==> src/rtl/ntrs_pkg.sv <==
`timescale 1ns / 1ps
`default_nettype none

package ntrs_pkg;

	// ring geometry and field widths
	localparam int DEPTH  = 1024;
	localparam int SLOT_W = $clog2(DEPTH);
	localparam int TIME_W = 64;
	localparam int OUT_W  = 10;

	// command codes
	localparam logic CMD_STORE  = 1'b0;
	localparam logic CMD_SEARCH = 1'b1;

	// status codes
	localparam logic STAT_OK    = 1'b0;
	localparam logic STAT_EMPTY = 1'b1;

	typedef logic [SLOT_W-1:0] slot_t;
	typedef logic [TIME_W-1:0] time_t;

	// write pointer and wrap flag of the ring
	typedef struct packed {
		logic  wrapped;
		slot_t write_slot;
	} ring_ptr_t;

	// outcome of one search
	typedef struct packed {
		slot_t slot;
		logic  empty;
	} srch_res_t;

	// logical position (oldest first) to physical slot
	function automatic slot_t phys_slot(ring_ptr_t p, slot_t i);
		logic [SLOT_W:0] sum;
		sum = {1'b0, p.write_slot} + {1'b0, i};
		if (sum >= (SLOT_W+1)'(DEPTH)) begin
			sum = sum - (SLOT_W+1)'(DEPTH);
		end
		return p.wrapped ? sum[SLOT_W-1:0] : i;
	endfunction

	function automatic time_t abs_diff(time_t a, time_t b);
		return (a >= b) ? (a - b) : (b - a);
	endfunction

	// low bits of a slot as carried on the result port
	function automatic logic [OUT_W-1:0] out_slot(slot_t s);
		logic [SLOT_W+OUT_W-1:0] ext;
		ext = {{OUT_W{1'b0}}, s};
		return ext[OUT_W-1:0];
	endfunction

endpackage

`default_nettype wire

==> src/rtl/ntrs_search.sv <==
`timescale 1ns / 1ps
`default_nettype none

module ntrs_search (
	input  wire logic                clk,
	input  wire logic                arst_n,
	input  wire logic                start,
	input  wire ntrs_pkg::time_t     query,
	input  wire ntrs_pkg::ring_ptr_t ptr,
	output logic                     busy,
	output logic                     done,
	output ntrs_pkg::srch_res_t      res,
	output logic                     rd_en,
	output ntrs_pkg::slot_t          rd_addr,
	input  wire ntrs_pkg::time_t     rd_data
);

	import ntrs_pkg::*;

	typedef enum logic [2:0] {
		ST_IDLE,
		ST_STEP,
		ST_MID,
		ST_PAIR_A,
		ST_PAIR_B,
		ST_PICK
	} state_t;

	state_t    state_q;
	logic      done_q;
	srch_res_t res_q;

	// search context
	ring_ptr_t ptr_q;
	time_t     t_q;
	slot_t     lo_q;
	slot_t     hi_q;
	slot_t     mid_q;
	slot_t     pm_q;
	slot_t     pa_q;
	time_t     da_q;
	time_t     db_q;

	logic [SLOT_W:0] size;
	logic [SLOT_W:0] mid_ext;
	slot_t           mid;
	slot_t           lo_phys;
	slot_t           hi_phys;
	slot_t           mid_phys;
	logic            pair;

	// range size and midpoint of the current step
	always_comb begin
		size     = {1'b0, hi_q} - {1'b0, lo_q} + (SLOT_W+1)'(1);
		mid_ext  = {1'b0, lo_q} + (size >> 1);
		mid      = mid_ext[SLOT_W-1:0];
		lo_phys  = phys_slot(ptr_q, lo_q);
		hi_phys  = phys_slot(ptr_q, hi_q);
		mid_phys = phys_slot(ptr_q, mid);
		pair     = (size == (SLOT_W+1)'(2));
	end

	// memory read request
	always_comb begin
		rd_en   = (state_q == ST_STEP) || (state_q == ST_PAIR_A);
		rd_addr = hi_phys;
		if (state_q == ST_STEP) begin
			rd_addr = pair ? lo_phys : mid_phys;
		end
	end

	// sequencer and registered result
	always_ff @(posedge clk or negedge arst_n) begin
		if (!arst_n) begin
			state_q <= ST_IDLE;
			done_q  <= 1'b0;
			res_q   <= '0;
		end else begin
			done_q <= 1'b0;
			unique case (state_q)
				ST_IDLE: begin
					if (start) begin
						if (!ptr.wrapped && ptr.write_slot == '0) begin
							res_q   <= '{slot: '0, empty: STAT_EMPTY};
							done_q  <= 1'b1;
						end else if (!ptr.wrapped && ptr.write_slot == SLOT_W'(1)) begin
							res_q   <= '{slot: '0, empty: STAT_OK};
							done_q  <= 1'b1;
						end else begin
							state_q <= ST_STEP;
						end
					end
				end
				ST_STEP: begin
					state_q <= pair ? ST_PAIR_A : ST_MID;
				end
				ST_MID: begin
					if (rd_data == t_q) begin
						res_q   <= '{slot: pm_q, empty: STAT_OK};
						done_q  <= 1'b1;
						state_q <= ST_IDLE;
					end else begin
						state_q <= ST_STEP;
					end
				end
				ST_PAIR_A: begin
					state_q <= ST_PAIR_B;
				end
				ST_PAIR_B: begin
					state_q <= ST_PICK;
				end
				ST_PICK: begin
					res_q   <= '{slot: (da_q <= db_q) ? pa_q : pm_q, empty: STAT_OK};
					done_q  <= 1'b1;
					state_q <= ST_IDLE;
				end
				default: begin
					state_q <= ST_IDLE;
				end
			endcase
		end
	end

	// datapath registers
	always_ff @(posedge clk) begin
		case (state_q)
			ST_IDLE: begin
				ptr_q <= ptr;
				t_q   <= query;
				lo_q  <= '0;
				hi_q  <= ptr.wrapped ? SLOT_W'(DEPTH - 1) : (ptr.write_slot - SLOT_W'(1));
			end
			ST_STEP: begin
				mid_q <= mid;
				pm_q  <= mid_phys;
				pa_q  <= lo_phys;
			end
			ST_MID: begin
				if (rd_data < t_q) begin
					lo_q <= mid_q;
				end else begin
					hi_q <= mid_q;
				end
			end
			ST_PAIR_A: begin
				da_q <= abs_diff(t_q, rd_data);
				pm_q <= hi_phys;
			end
			ST_PAIR_B: begin
				db_q <= abs_diff(t_q, rd_data);
			end
			default: begin
			end
		endcase
	end

	assign busy = (state_q != ST_IDLE);
	assign done = done_q;
	assign res  = res_q;

endmodule

`default_nettype wire

==> config.mk <==
export PLATFORM = sky130hd
export DESIGN_NAME = ntrs_search
export DESIGN_NICKNAME = d
export VERILOG_FILES = /design/src/rtl/ntrs_pkg.sv /design/src/rtl/ntrs_search.sv
export SDC_FILE = /design/constraint.sdc
export NUM_CORES = 1
export LEC_CHECK = 0
export BUFFER_PORTS_ARGS = -buffer_cell sky130_fd_sc_hd__buf_2
export CORE_ASPECT_RATIO = 0.8
export CORE_UTILIZATION = 35
export CTS_CLUSTER_SIZE = 24
export DETAILED_ROUTE_END_ITERATION = 10
export PLACE_DENSITY = 0.5
export SLEW_MARGIN = 20
export SYNTH_ARGS = -nofsm -noshare
export SYNTH_HDL_FRONTEND = slang
export SYNTH_SLANG_ARGS = --single-unit
==> constraint.sdc <==
create_clock -name clk -period 6.2 [get_ports clk]
set_clock_uncertainty 0.05 [all_clocks]
set_input_delay 0 -clock clk [delete_from_list [all_inputs] [get_ports clk]]
set_output_delay 0 -clock clk [all_outputs]
set_load 0.03 [all_outputs]
==> results_dict.tcl <==
set metrics [dict create \
    status "finished, final reports clean" \
    crit_path_cell_trace "inv_1 > ha_1 > inv_1 > ha_1 > a211oi_1 > o21bai_1 > a2111oi_1 > nor2_1 > xor2_1 > ha_1 > or3_1 > o21ai_0 > a21oi_1 > xor2_1 > ha_1 > nand2_1 > o31ai_1 > xor2_1 > nand2_1 > xnor2_1 > mux2i_1 > a21oi_1 > buf_2" \
    setup_viol 0 \
    cts_tree "built" \
    cp_slowest_stage_delay_ns 0.57 \
    h-tree-depth 1 \
    floorplan.die_area_um2 61600 \
    ys_seq_area_share_pct 37.6 \
    crit_arrival_ns 5.64 \
    antenna_cells 0 \
    path_buf_inv 3 \
    finalSetupTns_ns 0 \
    max_freq_ghz 0.176 \
    avgSynthCellArea_um2 9.23 \
    fillers 5960 \
    synth_edf_count 253 \
    synthesis.yosys.warnings 0 \
    worst-path-stages 23 \
    max-slew-margin-rel_pct 28.3 \
    hold_path.class "in2reg" \
    first_pass_iters 5 \
    die_x_um 277 \
    cap_viol_max_count 0 \
    io_pins 166 \
    grt_pass1_vias 17900 \
    drv_slew 0 \
    grt_max_degree 66 \
    syn-cell-area_um2 21200 \
    cts_sinks 268 \
    crit_path_frequent_cell "ha_1" \
    ys_types 87 \
    synth_nets 2697 \
    nNetsFinal 2916 \
    crit_slowest_cell "a2111oi_1" \
    rsz0062_at_grt "false" \
    rrSetupSlack_ns 1.07 \
    end_kind "output pin" \
    async_flop_share_pct 5.60 \
    core_um2 59800 \
    syn_to_final_growth_pct 16.5 \
    first_iter_violations 1553 \
    rows 80 \
    critPathKind "reg2out" \
    r2r_cells 10 \
    tightest_slew_ns 1.08 \
    min_period_over_period_pct 91.8 \
    place_hpwl_um 56600 \
    reg2reg_to "da_q[49]$_DFFE_PP_" \
    min_to "t_q[44]$_DFFE_PP_" \
    hold_viol 0 \
    synthesis.instances 2299 \
    grt_pass1_wl_um 106000 \
    r2r_start "t_q[26]$_DFFE_PP_" \
    drc 0 \
    multi_input_area_um2 11900 \
    cts_made_buffers 31 \
    min_from "query[44]" \
    clk_pin_slew_ns 0.06 \
    synth-seq-cells 268 \
    cts_buffer_depth 3 \
    antenna_found_initial 1 \
    port_buffers 165 \
    grt_overflow 0 \
    critPathRequiredTime_ns 6.15 \
    synth-main-ff-cell "edfxtp_1" \
    ant_nets 0 \
    finalCriticalPeriod_ns 5.69 \
    hold_path_depth 2 \
    gp_congestion 0.947 \
    wire_per_inst_um 21.0 \
    ff_latch_area_um2 7970 \
    clk_latency_ns 0.62 \
    wl_um 69600 \
    cts_root_buf "clkbuf_16" \
    drive_gt1_share_pct 11.2 \
    die_h_um 222 \
    crit_family "compound AO/OA/AOI/OAI gates" \
    track_usage_pct 22.2 \
    cp_max_fo 5 \
    vias_per_cell 5.55 \
    startpoint_type "flop" \
    route.vias.total 18400 \
    start_util_pct 35.5 \
]
-- cells by family (layout without fill, tap and decap cells) --
logic type      after synthesis  in the layout  synth area share [%]
fa+ha+maj                   256            256                  15.3
flops                       268            268                  37.6
buf+inv                     338            582                  6.38
simple gates                570            570                  13.1
xor+xnor                     98             98                  4.04
compound gates              731            731                  21.7
mux                          38             38                  1.92
-- layout make-up --
class                      instances  area share (%)
sequential                       268            32.2
tap                              779            3.94
timing repair buffer             271            7.44
inverter                         253            3.85
clock buffer                      32            3.15
clock inverter                    26            1.20
multi-input combinational       1693            48.2
-- flip-flops by register name (all words and copies together) (netlist names) --
| register | count |
|---|---|
| da_q | 64 |
| db_q | 64 |
| done | 1 |
| hi_q | 10 |
| lo_q | 10 |
| mid_q | 10 |
| pa_q | 10 |
| pm_q | 10 |
| ptr_q | 11 |
| res | 11 |
| state_q | 3 |
| t_q | 64 |
-- worst max path at each step --
stage	from	endpoint	slack (ns)
floorplan	state_q[1]$_DFFE_PN0P_	state_q[2]$_DFFE_PN0P_	0.26
global placement	t_q[26]$_DFFE_PP_	db_q[14]$_DFFE_PP_	1.08
detailed placement	hi_q[1]$_DFFE_PP_	rd_addr[9]	1.04
CTS	hi_q[1]$_DFFE_PP_	rd_addr[9]	0.36
global route	hi_q[1]$_DFFE_PP_	rd_addr[9]	0.07
finish	hi_q[1]$_DFFE_PP_	rd_addr[9]	0.51
-- cells in the mapped netlist, drive strengths merged, types with 7 or more instances --
| cell | n | share of area (%) |
|---|---|---|
| nand3 | 16 | 0.38 |
| nand4 | 57 | 1.7 |
| a21oi | 252 | 6.0 |
| a31oi | 25 | 0.74 |
| o21ai | 173 | 4.1 |
| a221oi | 7 | 0.29 |
| dfrtp | 15 | 1.8 |
| xnor2 | 63 | 2.6 |
| and2 | 17 | 0.50 |
| a21o | 61 | 2.2 |
| o21a | 23 | 0.81 |
| or3 | 8 | 0.24 |
| and3 | 19 | 0.56 |
| nand2b | 10 | 0.29 |
| or2 | 14 | 0.41 |
| a21boi | 12 | 0.42 |
| nand2 | 168 | 3.0 |
| xor2 | 35 | 1.4 |
| edfxtp | 253 | 36 |
| buf | 33 | 0.99 |
| a211oi | 25 | 0.88 |
| o21bai | 31 | 1.1 |
| mux2 | 8 | 0.44 |
| or4 | 10 | 0.39 |
| nor4 | 16 | 0.50 |
| ha | 249 | 15 |
| nor2 | 153 | 2.7 |
| o31ai | 16 | 0.64 |
| a221o | 11 | 0.52 |
| nor2b | 20 | 0.59 |
| o211ai | 21 | 0.81 |
| mux2i | 29 | 1.4 |
| o22ai | 10 | 0.29 |
| fa | 7 | 0.66 |
| inv | 252 | 4.5 |
| a211o | 7 | 0.29 |
| clkbuf | 52 | 0.92 |
| nor3 | 47 | 1.1 |
-- layer usage --
metal	GRT usage, %	part of all wire (%)	up-vias
met1	33.8	50	8867
met2	32.7	41	650
met4	5.00	2.4	0
met3	3.20	6.3	108
li1	-	-	8813
met5	0	0	-
-- through the flow --
step	cells	util (%)	cell area, um^2	hold WS (ns)	setup WS [ns]
2_1_floorplan	2299	-	21200	-0.346	0.258
3_3_place_gp	3177	38.1	22800	-0.107	1.08
3_5_place_dp	3177	38.1	22800	-0.102	1.04
4_1_cts	3322	41.4	24700	0.00107	0.359
5_1_grt	3322	41.4	24700	0.0140	0.0696
6_report	3322	41.4	24700	0.0401	0.506
-- timing repair --
item | 4_1_cts | 5_1_grt
endpoints found under the setup margin | 0 | 1
gates resized for setup | 0 | 2
hold endpoints to repair | 107 | 0
buffers inserted | 0 | 0
hold buffers | 87 | 0
-- cells in the final DEF (no fill, tap or decap), types with 29 or more instances in the layout --
cell,count
xnor2_1,63
xor2_1,35
o21bai_1,31
a21oi_1,247
clkbuf_16,31
ha_1,249
edfxtp_1,253
o21ai_0,170
nand4_1,57
nand2_1,167
inv_1,250
nor2_1,152
buf_2,165
a21o_1,61
dlygate4sd3_1,87
nor3_1,47
mux2i_1,29
Power is not shown: default switching activity piles up to over one toggle a cycle in this logic, so the estimate is an artifact.
